==> config.mk <==
export PLATFORM = sky130hd
export DESIGN_NAME = snp_distance_counter
export DESIGN_NICKNAME = d
export VERILOG_FILES = /design/src/rtl/sdc_pkg.sv /design/src/rtl/sdc_front.sv /design/src/rtl/sdc_queue.sv /design/src/rtl/sdc_back.sv /design/src/rtl/snp_distance_counter.sv
export SDC_FILE = /design/constraint.sdc
export NUM_CORES = 1
export LEC_CHECK = 0
export BUFFER_PORTS_ARGS = -buffer_cell sky130_fd_sc_hd__buf_2
export CORE_UTILIZATION = 25
export CTS_BUF_LIST = sky130_fd_sc_hd__clkbuf_8
export DETAILED_ROUTE_END_ITERATION = 10
export HOLD_SLACK_MARGIN = 0.08
export MAX_ROUTING_LAYER = met4
export PLACE_DENSITY_LB_ADDON = 0.2
export SYNTH_ARGS = -nofsm -noshare
export SYNTH_HDL_FRONTEND = slang
export SYNTH_SLANG_ARGS = --single-unit
==> constraint.sdc <==
create_clock -name clk -period 9.1 [get_ports clk]
set_clock_uncertainty 0.2 [all_clocks]
set_input_delay 2.73 -clock clk [delete_from_list [all_inputs] [get_ports clk]]
set_output_delay 2.73 -clock clk [all_outputs]
set_load 0.1 [all_outputs]
==> src/rtl/sdc_pkg.sv <==
// ----------------------------------------------------------------------------
// sdc_pkg
// Types, constants and the base classifier shared by the SNP distance counter.
// ----------------------------------------------------------------------------
package sdc_pkg;

    localparam int COUNT_BITS    = 25;
    localparam int CHAR_WIDTH    = 8;
    localparam int CUTOFF_WIDTH  = 24;
    localparam int DIST_WIDTH    = 25;
    localparam int LIMIT_WIDTH   = (COUNT_BITS > CUTOFF_WIDTH + 1) ? COUNT_BITS
                                                                   : CUTOFF_WIDTH + 1;
    localparam int QUEUE_DEPTH   = 2;
    localparam int QUEUE_PTR_BITS = (QUEUE_DEPTH > 1) ? $clog2(QUEUE_DEPTH) : 1;
    localparam int QUEUE_CNT_BITS = $clog2(QUEUE_DEPTH + 1);

    localparam logic [CUTOFF_WIDTH-1:0] CUTOFF_RESET = {CUTOFF_WIDTH{1'b1}};

    localparam logic [CHAR_WIDTH-1:0] CHAR_A    = 8'h41;
    localparam logic [CHAR_WIDTH-1:0] CHAR_C    = 8'h43;
    localparam logic [CHAR_WIDTH-1:0] CHAR_G    = 8'h47;
    localparam logic [CHAR_WIDTH-1:0] CHAR_T    = 8'h54;
    localparam logic [CHAR_WIDTH-1:0] CHAR_N    = 8'h4E;
    localparam logic [CHAR_WIDTH-1:0] CHAR_DASH = 8'h2D;

    localparam logic [2:0] CLASS_REF     = 3'd0;
    localparam logic [2:0] CLASS_A       = 3'd1;
    localparam logic [2:0] CLASS_C       = 3'd2;
    localparam logic [2:0] CLASS_G       = 3'd3;
    localparam logic [2:0] CLASS_T       = 3'd4;
    localparam logic [2:0] CLASS_UNKNOWN = 3'd5;

    typedef struct packed {
        logic [CHAR_WIDTH-1:0] ref_char;
        logic [CHAR_WIDTH-1:0] first_char;
        logic [CHAR_WIDTH-1:0] second_char;
        logic                  masked;
        logic                  last_position;
    } item_t;

    typedef struct packed {
        logic [DIST_WIDTH-1:0] distance;
        logic                  over_cutoff;
    } result_t;

    // classified position handed from front to back
    typedef struct packed {
        logic hit;
        logic last;
    } token_t;

    function automatic logic [2:0] classify(input logic [CHAR_WIDTH-1:0] ref_base,
                                            input logic [CHAR_WIDTH-1:0] b);
        logic [2:0] cls;
        if (b == ref_base)
        begin
            cls = CLASS_REF;
        end
        else
        begin
            case (b)
                CHAR_A:    cls = CLASS_A;
                CHAR_C:    cls = CLASS_C;
                CHAR_G:    cls = CLASS_G;
                CHAR_T:    cls = CLASS_T;
                CHAR_N:    cls = CLASS_UNKNOWN;
                CHAR_DASH: cls = CLASS_UNKNOWN;
                default:   cls = CLASS_REF;
            endcase
        end
        return cls;
    endfunction

endpackage

==> src/rtl/sdc_front.sv <==
// ----------------------------------------------------------------------------
// sdc_front
// Classifies both sample bases of a position and decides whether it counts.
// ----------------------------------------------------------------------------
module sdc_front
    import sdc_pkg::*;
(
    input  item_t  item,
    output token_t token
);

    logic [2:0] first_cls;
    logic [2:0] second_cls;

    assign first_cls  = classify(item.ref_char, item.first_char);
    assign second_cls = classify(item.ref_char, item.second_char);

    assign token.hit  = !item.masked
                        && (first_cls != CLASS_UNKNOWN)
                        && (second_cls != CLASS_UNKNOWN)
                        && (first_cls != second_cls);
    assign token.last = item.last_position;

endmodule

==> src/rtl/sdc_queue.sv <==
// ----------------------------------------------------------------------------
// sdc_queue
// Short register queue between the classifier and the counter.
// ----------------------------------------------------------------------------
module sdc_queue
    import sdc_pkg::*;
(
    input  logic   clk,
    input  logic   rst_n,
    input  logic   wr_en,
    input  token_t wr_data,
    output logic   wr_full,
    input  logic   rd_en,
    output token_t rd_data,
    output logic   rd_valid
);

    token_t                    mem_reg [QUEUE_DEPTH];
    logic [QUEUE_PTR_BITS-1:0] wr_ptr_reg;
    logic [QUEUE_PTR_BITS-1:0] rd_ptr_reg;
    logic [QUEUE_CNT_BITS-1:0] cnt_reg;
    logic                      do_wr;
    logic                      do_rd;

    assign wr_full  = (cnt_reg == QUEUE_CNT_BITS'(QUEUE_DEPTH));
    assign rd_valid = (cnt_reg != '0);
    assign rd_data  = mem_reg[rd_ptr_reg];
    assign do_wr    = wr_en && !wr_full;
    assign do_rd    = rd_en && rd_valid;

    function automatic logic [QUEUE_PTR_BITS-1:0] ptr_inc(
        input logic [QUEUE_PTR_BITS-1:0] p);
        logic [QUEUE_PTR_BITS-1:0] n;
        if (p == QUEUE_PTR_BITS'(QUEUE_DEPTH - 1))
        begin
            n = '0;
        end
        else
        begin
            n = p + 1'b1;
        end
        return n;
    endfunction

    always_ff @(posedge clk)
    begin
        if (do_wr)
        begin
            mem_reg[wr_ptr_reg] <= wr_data;
        end
    end

    always_ff @(posedge clk or negedge rst_n)
    begin
        if (!rst_n)
        begin
            wr_ptr_reg <= '0;
            rd_ptr_reg <= '0;
            cnt_reg    <= '0;
        end
        else
        begin
            if (do_wr)
            begin
                wr_ptr_reg <= ptr_inc(wr_ptr_reg);
            end
            if (do_rd)
            begin
                rd_ptr_reg <= ptr_inc(rd_ptr_reg);
            end
            if (do_wr && !do_rd)
            begin
                cnt_reg <= cnt_reg + 1'b1;
            end
            else if (do_rd && !do_wr)
            begin
                cnt_reg <= cnt_reg - 1'b1;
            end
        end
    end

endmodule

==> src/rtl/sdc_back.sv <==
// ----------------------------------------------------------------------------
// sdc_back
// Saturating distance counter, cutoff register and result register.
// ----------------------------------------------------------------------------
module sdc_back
    import sdc_pkg::*;
(
    input  logic                    clk,
    input  logic                    rst_n,
    input  logic                    cfg_we,
    input  logic [CUTOFF_WIDTH-1:0] cfg_data,
    input  logic                    tok_valid,
    input  token_t                  tok,
    output logic                    tok_ready,
    output result_t                 result,
    output logic                    empty,
    input  logic                    pop,
    output logic [COUNT_BITS-1:0]   count_mon,
    output logic [CUTOFF_WIDTH-1:0] cutoff_mon
);

    localparam logic [LIMIT_WIDTH-1:0] COUNT_MAX =
        LIMIT_WIDTH'({COUNT_BITS{1'b1}});

    logic [CUTOFF_WIDTH-1:0] cutoff_reg;
    logic [COUNT_BITS-1:0]   count_reg;
    logic [COUNT_BITS-1:0]   count_next;
    logic                    res_valid_reg;
    result_t                 res_reg;
    result_t                 res_next;
    logic [LIMIT_WIDTH-1:0]  cut_plus;
    logic [LIMIT_WIDTH-1:0]  limit;
    logic [LIMIT_WIDTH-1:0]  count_w;
    logic [LIMIT_WIDTH-1:0]  after_w;
    logic [LIMIT_WIDTH-1:0]  dist_w;
    logic                    take;

    assign cut_plus = LIMIT_WIDTH'(cutoff_reg) + 1'b1;
    assign limit    = (cut_plus < COUNT_MAX) ? cut_plus : COUNT_MAX;
    assign count_w  = LIMIT_WIDTH'(count_reg);
    assign after_w  = (tok.hit && (count_w < limit)) ? count_w + 1'b1 : count_w;
    assign dist_w   = (after_w < limit) ? after_w : limit;

    assign tok_ready = !tok.last || !res_valid_reg || pop;
    assign take      = tok_valid && tok_ready;

    assign count_next           = tok.last ? '0 : COUNT_BITS'(after_w);
    assign res_next.distance    = DIST_WIDTH'(dist_w);
    assign res_next.over_cutoff = (dist_w > LIMIT_WIDTH'(cutoff_reg));

    assign result     = res_reg;
    assign empty      = !res_valid_reg;
    assign count_mon  = count_reg;
    assign cutoff_mon = cutoff_reg;

    always_ff @(posedge clk or negedge rst_n)
    begin
        if (!rst_n)
        begin
            cutoff_reg    <= CUTOFF_RESET;
            count_reg     <= '0;
            res_valid_reg <= 1'b0;
        end
        else
        begin
            if (cfg_we)
            begin
                cutoff_reg <= cfg_data;
            end
            if (take)
            begin
                count_reg <= count_next;
            end
            if (take && tok.last)
            begin
                res_valid_reg <= 1'b1;
            end
            else if (pop)
            begin
                res_valid_reg <= 1'b0;
            end
        end
    end

    always_ff @(posedge clk)
    begin
        if (take && tok.last)
        begin
            res_reg <= res_next;
        end
    end

endmodule

==> src/rtl/snp_distance_counter.sv <==
// ----------------------------------------------------------------------------
// snp_distance_counter
// SNP distance between two aligned genomes with unknown-base masking.
// ----------------------------------------------------------------------------
// One aligned position is taken per cycle while full is low. A position is
// classified on transfer and held in a two-entry queue; the counter retires
// one queued position per cycle when not stalled, so the sustained rate is
// then one item per clock. The result is registered as the last one retires.
// The result sits in a single output register; the counter stalls on a
// last position only while an earlier result has not been popped.
// ----------------------------------------------------------------------------
module snp_distance_counter
    import sdc_pkg::*;
(
    input  logic                    clk,
    input  logic                    rst_n,
    input  logic                    push,
    output logic                    full,
    input  item_t                   item,
    output logic                    empty,
    input  logic                    pop,
    output result_t                 result,
    input  logic                    cfg_we,
    input  logic [CUTOFF_WIDTH-1:0] cfg_data
);

    token_t                  front_tok;
    token_t                  q_tok;
    logic                    q_valid;
    logic                    q_ready;
    logic [COUNT_BITS-1:0]   count_mon;
    logic [CUTOFF_WIDTH-1:0] cutoff_mon;

    sdc_front u_front
    (
        .item  (item),
        .token (front_tok)
    );

    sdc_queue u_queue
    (
        .clk      (clk),
        .rst_n    (rst_n),
        .wr_en    (push),
        .wr_data  (front_tok),
        .wr_full  (full),
        .rd_en    (q_ready),
        .rd_data  (q_tok),
        .rd_valid (q_valid)
    );

    sdc_back u_back
    (
        .clk        (clk),
        .rst_n      (rst_n),
        .cfg_we     (cfg_we),
        .cfg_data   (cfg_data),
        .tok_valid  (q_valid),
        .tok        (q_tok),
        .tok_ready  (q_ready),
        .result     (result),
        .empty      (empty),
        .pop        (pop),
        .count_mon  (count_mon),
        .cutoff_mon (cutoff_mon)
    );

    // count holds once it is at or above cutoff plus one
    a_count_hold: assert property (@(posedge clk) disable iff (!rst_n)
        (q_valid && q_ready && !q_tok.last
         && (LIMIT_WIDTH'(count_mon) >= (LIMIT_WIDTH'(cutoff_mon) + 1'b1)))
        |=> $stable(count_mon))
        else $error("running count grew beyond saturation limit");

    // a retired last position clears the count
    a_last_clears: assert property (@(posedge clk) disable iff (!rst_n)
        (q_valid && q_ready && q_tok.last) |=> (count_mon == '0))
        else $error("count not cleared after last position");

    // a retired last position always leaves a result waiting
    a_last_result: assert property (@(posedge clk) disable iff (!rst_n)
        (q_valid && q_ready && q_tok.last) |=> !empty)
        else $error("last position produced no result");

endmodule
Yosys cells after proc, flatten, opt, wreduce, memory -nomap -nowiden
Memory sizes are Yosys's and may differ from the RTL's.
Cells that the tools add are included.

word-level totals
  bits of input ports = 55
  logic and storage cells = 75
  RAM bits = 4
  output and inout bits = 28
  register bits after elaboration = 80
  memories = 1

memories
  name             depth  width  read ports  clocked after Yosys merged registers in  write ports  line             text
  u_queue.mem_reg  2      2      1           0                                        1            sdc_queue.sv:18  token_t mem_reg [QUEUE_DEPTH];

operators by class
  $add $sub $neg = 6
  eq/ne operators = 18
  reductions and logical operators = 22
  muxes and demuxes = 16
  $lt $le $gt $ge = 4

operators with widths
  cell                   count
  $mux 25                4
  $eq 8x7->1 const B     10
  $lt 25x25->1           2
  $pmux 3 s5             2
  $add 24x1->25 const B  1
  $add 25x1->25 const B  1
  $gt 25x24->1           1
  $lt 25x25->1 const B   1
  $eq 8x6->1 const B     2
  $eq 8x8->1             2
  $logic_and 1x1->1      9
  $logic_not 1->1        6
  $mux 1                 6
  $mux 3                 2
  $ne 3x3->1 const B     2
  $reduce_bool 2->1      3
  $mux 2                 2
  $reduce_or 2->1        2
  $ne 3x3->1             1
  $add 1x1->1 const B    2
  $add 2x1->2 const B    1
  $eq 2x2->1 const B     1
  $logic_or 1x1->1       2
  $sub 2x1->2 const B    1

Depth between registers and ports, before layout
Gate-level depths: netlist (run 1).

  word-level depth = 9
  gate-level depth with buffers = 42
  mapped depth without buffers = 37

Hierarchy
Synthesis (run 1) repeated with hierarchy kept, for this count alone.

unflattened totals
  cell total of the unflattened synthesis = 726
  area total of the unflattened synthesis = 6703.9 µm²

by module, submodules not included
  module     area an instance (µm²)  times used  cells an instance
  sdc_back   5840.6                  1           635
  sdc_front  513.0                   1           66
  sdc_queue  350.3                   1           25

Worst setup path after synthesis (run 1)
No wires, ideal clock.

  kind = register to register
  start = register u_back.cutoff_reg[0] (netlist: u_back.cutoff_mon[0])
  end = register u_back.res_reg (netlist bit u_back.result[0]) (data pin)
  stages on the path, launching flop included = 43
  arrival time = 7.967 ns
  setup slack = 0.669 ns
  setup time = 0.265 ns
  clock period less this slack = 8.431 ns
  cells stage by stage = dfstp_2 -> clkbuf_1 -> nand4_1 -> or2_2 -> clkbuf_1 -> nor3_1 -> nand2_1 -> xnor2_1 -> ha_1 -> a21oi_1 -> a21boi_0 -> a2111o_1 -> nor3_1 -> clkbuf_1 -> nand3_1 -> nor2_1 -> buf_2 -> nand2_1 -> (+7 left out) -> a311oi_1 -> o311ai_0 -> a211o_1 -> o21a_1 -> buf_6 -> buf_6 -> mux2i_1 -> ha_1 -> a21o_1 -> a21o_1 -> a21o_1 -> a21o_1 -> a21oi_1 -> nor2b_1 -> o21ai_0 -> nand3_1 -> a211oi_1 -> mux2i_1

RTL lines
  element                 line            text
  from (decl)             sdc_back.sv:25  logic [CUTOFF_WIDTH-1:0] cutoff_reg;
  from (signal assigned)  sdc_back.sv:68  cutoff_reg <= cfg_data;
  to (signal assigned)    sdc_back.sv:89  res_reg <= res_next;
  to (decl)               sdc_back.sv:29  result_t res_reg;

==> results.md, run 1 <==
* Status: complete, but fails checks
* Failing checks: DRC
* Worst relative slew slack at 49.06%
* Worst-path maximum fanout at 14
* Antenna-violating nets left at 0
* Minimum clock period at 8.406 ns
* Mapped cell area at 6681 sq um
* Period utilization at 92.38%
* WL/cell at 15.70 microns
* Max stage delay cell, worst path: dfstp_2
* Ratio of cells with drive above 1 in the final layout at 22.38%
* GR Util All Layers at 14.34%
* Setup WS pre-CTS at 0.2308 ns
* CTS Buffer Depth at 2
* Total negative slack at 0 ns
* Largest register FFs at 26
* Hold Path Class: register to register
* H-Tree Depth at 3
* Setup slack after layout at 0.6935 ns
* Fin nets at 939
* Crit path capture type: register
* Worst-skew pair later-pin latency at 0.38 ns
* Area growth syn-to-layout at 18.07%
* Drt drc at 14
* Max-slew violation count at 0
* Cts bufs inserted at 9
* Post-synth EDFFs at 30
* Routed WL at 18.17 mm
* Worst slew pin tran at 0.7641 ns
* Yosys cell types at 65
* TritonCTS clock tree: built
* Final hold violation count at 0
* Setup violations, final at 0
* Die X at 165.5 microns
* Initial antenna violation count at 0
* Post-Synthesis Cells at 733
* I/O pins at 83
* Slowest cell delay on critical path at 0.58 ns
* TritonRoute pass-1 iters at 7
* CTS Sinks at 84
* Clock-pin slew on the worst setup and hold paths at 0.09 ns
* Buf+Inv Stages, Crit Path at 4
* GRT overflow at 0
* Post-synthesis sequential area ratio at 34.16%
* Area after DPL at 7468 sq um
* Max VDD drop at 0.0001989 V
* Flops & latches, synth at 84
* Setup CP Type: register to register
* Initial DRC Count at 262
* Leading register cell type out of synthesis: edfxtp_1
* Initial Util at 25.57%
* Placer Congestion at 0.8707
* Fill cells at 2809
* HP Start: u_queue.wr_ptr_reg
* Global-route wire length before repair at 29.47 mm
* Worst setup path startpoint: u_back.cutoff_mon[6]
* Synthesized net count at 855
* Vias post-DR at 5513
* Core footprint at 26130 sq um
* Cell area after layout at 7889 sq um
* Vias per Instance at 4.765
* Async SR Flop Fraction at 64.29%
* Total power draw at 1636 uW
* Worst setup SP type: register
* Die area at 27380 sq um
* Hold Slack at 0.2990 ns
* Port Buffers at 82
* P per Cell Area at 207.3 nW/um^2
* Antenna cells at 0
* Max Fclk at 119.0 MHz
* YS warnings at 0
* WP data required at 9.02 ns
* Root Buffer: clkbuf_8
* Post-Syn Area per Cell at 9.115 sq um
* Arrival time at the worst endpoint at 8.33 ns
* Largest net degree at the start of global routing at 55
* DP Wirelength at 14.35 mm
* RSZ-0062 raised after global routing: no
* Worst path top cell family by delay: simple AND/OR/NAND/NOR gates
* Die Span Y at 165.5 microns
* Vias in the first global route at 5552
* LEAKAGE at 0.003724 uW
* Max Cap Violations at 0
* Worst reg2reg startpoint: u_back.cutoff_mon[6]
* Row Count at 59
[layer usage]
| layer | part of all wire [%] | up-vias | GRT usage [%] |
|---|---|---|---|
| met2 | 43 | 115 | 21.48 |
| met1 | 51 | 2548 | 19.80 |
| met5 | 0 | - | - |
| met4 | 1.9 | 0 | 4.380 |
| met3 | 3.6 | 24 | 2.098 |
| li1 | - | 2826 | - |
[path summary, 6_finish.rpt]
check / to / cells after the start / slack [ns]
hold / removal: u_queue.wr_ptr_reg / 1 / 0.30
max in group asynchronous: u_back.count_mon[19] / 2 / 5.90
hold reg to reg: u_queue.wr_ptr_reg / 1 / 0.30
setup reg to reg: u_back.result[0] / 39 / 0.69
setup / recovery: u_back.result[0] / 39 / 0.69
min in group asynchronous: u_back.count_mon[1] / 2 / 2.30
[layout by cell type (no fill, tap or decap), drive strengths merged, types with 4 or more instances in the layout]
| cell | count |
|---|---|
| clkbuf | 9 |
| dfrtp | 30 |
| inv | 58 |
| nor3 | 13 |
| edfxtp | 30 |
| and4 | 5 |
| mux2 | 7 |
| nor2b | 5 |
| nor2 | 30 |
| o31ai | 11 |
| nand3 | 29 |
| nand2 | 67 |
| o21ai | 68 |
| or3 | 5 |
| nor4 | 12 |
| ha | 67 |
| and3 | 14 |
| buf | 104 |
| nor4bb | 6 |
| dfstp | 24 |
| xnor2 | 33 |
| mux2i | 26 |
| o21a | 7 |
| nand4 | 19 |
| a31oi | 4 |
| a21o | 11 |
| xor2 | 35 |
| and2 | 7 |
| a211oi | 5 |
| nand2b | 7 |
| a21oi | 31 |
[power breakdown]
| group | switching [uW] | internal [uW] | total (uW) |
|---|---|---|---|
| logic | 652 | 183 | 835 |
| clock network | 157 | 103 | 260 |
| registers | 46.2 | 494 | 541 |
[cell usage after synthesis (all sizes together) (2+ instances only)]
cell / number / area [sq um]
ha: 67 / 838.3
a31oi: 4 / 25.02
a41oi: 3 / 26.28
a21oi: 31 / 155.2
and2: 7 / 43.79
nor4: 12 / 81.33
dfrtp: 30 / 750.7
nor2: 30 / 112.6
or2: 2 / 12.51
mux2i: 26 / 260.3
nor2b: 5 / 31.28
dfstp: 24 / 630.6
o21a: 7 / 52.55
and3: 14 / 87.58
o21ai: 68 / 344.1
and4: 5 / 45.04
clkbuf: 23 / 86.33
edfxtp: 30 / 900.9
o41ai: 2 / 17.52
o22ai: 2 / 12.51
a211o: 3 / 26.28
nor4bb: 6 / 60.06
a311oi: 2 / 17.52
a21o: 11 / 82.58
nand3: 29 / 150.1
nand2: 67 / 251.5
buf: 8 / 73.82
mux2: 7 / 78.82
nand2b: 7 / 43.79
nor3: 13 / 65.06
or3: 5 / 31.28
xnor2: 33 / 289.0
a21boi: 3 / 22.52
o31ai: 11 / 82.58
or4: 2 / 15.01
nand4: 19 / 125.1
inv: 54 / 202.7
a32o: 3 / 30.03
xor2: 35 / 306.5
a211oi: 5 / 37.54
nor4b: 2 / 17.52
o211ai: 2 / 15.01
[logic make-up (layout without fill, tap and decap cells)]
group,count (synthesis),count (layout),share of synthesized area [%]
xor+xnor,69,69,9.251
mux,33,33,5.075
flops,84,84,34.16
compound gates,165,165,15.32
buf+inv,85,174,5.431
simple gates,229,229,18.05
fa+ha+maj,68,68,12.72
[cell type report]
class / count / area (sq um) / area share (%)
Multi-Input combinational cell: 564 / 4229 / 53.61
Sequential cell: 84 / 2282 / 28.93
Timing Repair Buffer: 104 / 575.6 / 7.296
Tap cell: 335 / 419.2 / 5.313
Inverter: 54 / 202.7 / 2.569
Clock buffer: 9 / 123.9 / 1.570
Clock inverter: 7 / 56.30 / 0.7137
[per-stage QoR]
| step | util (%) | std cells |
|---|---|---|
| after floorplan | - | 733 |
| after global placement | 28.58 | 1133 |
| after detailed placement | 28.58 | 1133 |
| after CTS | 29.27 | 1149 |
| after global routing | 30.19 | 1157 |
| final | 30.19 | 1157 |
[what timing repair did]
action                                 4_1_cts  5_1_grt
hold buffers                                 0        0
buffers inserted                             0        8
gates resized for setup                      0       32
setup endpoints to repair                    0        1
endpoints found under the hold margin        0        0
Note: power is estimated with default switching activity, not from simulation.
==> inputs of run 2 (changes only) <==
--- a/config.mk
+++ b/config.mk
@@ -6,12 +6,14 @@
 export NUM_CORES = 1
 export LEC_CHECK = 0
 export BUFFER_PORTS_ARGS = -buffer_cell sky130_fd_sc_hd__buf_2
+export CORE_MARGIN = 4
 export CORE_UTILIZATION = 25
 export CTS_BUF_LIST = sky130_fd_sc_hd__clkbuf_8
 export DETAILED_ROUTE_END_ITERATION = 10
 export HOLD_SLACK_MARGIN = 0.08
 export MAX_ROUTING_LAYER = met4
 export PLACE_DENSITY_LB_ADDON = 0.2
+export REMOVE_ABC_BUFFERS = 1
 export SYNTH_ARGS = -nofsm -noshare
 export SYNTH_HDL_FRONTEND = slang
 export SYNTH_SLANG_ARGS = --single-unit
==> run 2 against run 1 <==
Die area is 7.4% higher. Sequential power is 0.7% higher. First-iteration DRC count is 42% higher. Hold slack worse by 0.0086 ns. The run now ends clean.
==> results.md, run 2 (synthesis results as in run 1) <==
* Comb pwr share at 51.7%
* R2R cell count at 37
* Largest net degree at the start of global routing at 55
* WP data required at 9.03 ns
* P per Cell Area at 210.9 nW/um^2
* Die X at 171.5 microns
* Fin nets at 940
* Hold_buf cts at 0
* Root Buffer: clkbuf_8
* H-Tree Depth at 3
* Worst-path maximum fanout at 7
* Commonest cells after routing, fill and taps aside: 82 x buf_2, 67 x nand2_1, 67 x ha_1, 65 x o21ai_0, 55 x inv_1
* Worst setup SP type: register
* CTS Sinks at 84
* Global-route wire length before repair at 31.33 mm
* Worst-skew pair later-pin latency at 0.39 ns
* Vias per Instance at 4.899
* DP Wirelength at 15.47 mm
* Initial DRC Count at 371
* Status: completed
* TritonCTS clock tree: built
* Max VDD drop at 0.0001405 V
* Minimum clock period at 8.649 ns
* Max Cap Violations at 0
* Ratio of cells with drive above 1 in the final layout at 21.14%
* Total negative slack at 0 ns
* Row Count at 59
* Arrival time at the worst endpoint at 8.58 ns
* Hold Path Class: register to register
* Sequential Power Share at 33.0%
* WHS Path Cells at 1
* GR Util All Layers at 14.03%
* WL/cell at 17.22 microns
* Die Span Y at 171.5 microns
* Port Buffers at 82
* Largest register FFs at 26
* Worst slew pin tran at 1.010 ns
* Max-slew violation count at 0
* Clock share of power at 15.4%
* Core footprint at 26210 sq um
* Critical path depth at 37
* Final hold violation count at 0
* Initial Util at 25.50%
* Cts bufs inserted at 9
* Int Power at 781.6 uW
* Clock-pin slew on the worst setup and hold paths at 0.09 ns
* Routed WL at 19.96 mm
* I/O pins at 83
* Drt drc at 0
* RSZ-0062 raised after global routing: no
* Total power draw at 1654 uW
* Worst path top cell family by delay: simple AND/OR/NAND/NOR gates
* Setup violations, final at 0
* CTS Buffer Depth at 2
* TritonRoute pass-1 iters at 5
* Max Fclk at 115.6 MHz
* Area growth syn-to-layout at 17.42%
* CP dominant cell by count: a21o_1
* Placer Congestion at 0.8558
* Antenna-violating nets left at 0
* Vias in the first global route at 5638
* Worst relative slew slack at 32.38%
* Slowest cell delay on critical path at 0.58 ns
* GRT overflow at 0
* Leading cell type in the layout, fill and taps excluded: buf_2
* Period utilization at 95.04%
* Crit path capture type: register
* Initial antenna violation count at 1
* Buf+Inv Stages, Crit Path at 2
* Hold Slack at 0.2904 ns
* LEAKAGE at 0.003730 uW
* Sw Share at 52.75%
* Switch Pwr at 872.6 uW
* Die area at 29410 sq um
* Setup CP Type: register to register
* Max stage delay cell, worst path: dfstp_2
* Vias post-DR at 5678
[run 2: cell type report]
class	count	area, sq um
clock buffer	10	137.6
sequential	84	2282
multi-input combinational	564	4187
antenna	1	2.502
timing repair buffer	105	583.1
fill	2794	18360
inverter	54	202.7
clock inverter	6	31.28
tap	335	419.2
[run 2: metal layers]
layer | GRT usage, % | vias to the layer above | share of wire, %
met5 | - | - | 0
met2 | 21.77 | 153 | 45
li1 | - | 2831 | -
met1 | 19.03 | 2672 | 49
met4 | 3.686 | 0 | 1.6
met3 | 2.413 | 22 | 4.8
[run 2: timing repair]
item                                    CTS  global route
setup buffers                             0             5
resized for setup                         0            21
endpoints found under the setup margin    0             1
[run 2: final timing paths]
kind                                            from                    to  slack, ns
worst max-delay path            u_back.cutoff_mon[6]      u_back.result[0]       0.45
worst min-delay path              u_queue.wr_ptr_reg    u_queue.wr_ptr_reg       0.29
worst max register to register  u_back.cutoff_mon[6]      u_back.result[0]       0.45
worst min register to register    u_queue.wr_ptr_reg    u_queue.wr_ptr_reg       0.29
max in group asynchronous                      rst_n  u_back.count_mon[14]       5.88
min in group asynchronous                      rst_n   u_back.count_mon[0]       2.29
[run 2: power groups by stage]
stage	sequential (uW)	combinational [uW]	clock, uW
4_1_cts	548	854	263
6_report	545	855	254
3_5_place_dp	553	851	0
3_3_place_gp	555	852	0
5_1_grt	558	910	278
2_1_floorplan	874	297	0
[run 2: per-stage QoR]
| stage | worst slack [ns] | area [sq um] | instances | utilization [%] |
|---|---|---|---|---|
| floorplan | -0.03473 | 6521 | 702 | - |
| global placement | 0.3126 | 7513 | 1137 | 28.67 |
| detailed placement | 0.1015 | 7513 | 1137 | 28.67 |
| CTS | 0.06154 | 7682 | 1153 | 29.31 |
| global route | 0.01605 | 7845 | 1159 | 29.94 |
| finish | 0.4514 | 7845 | 1159 | 29.94 |
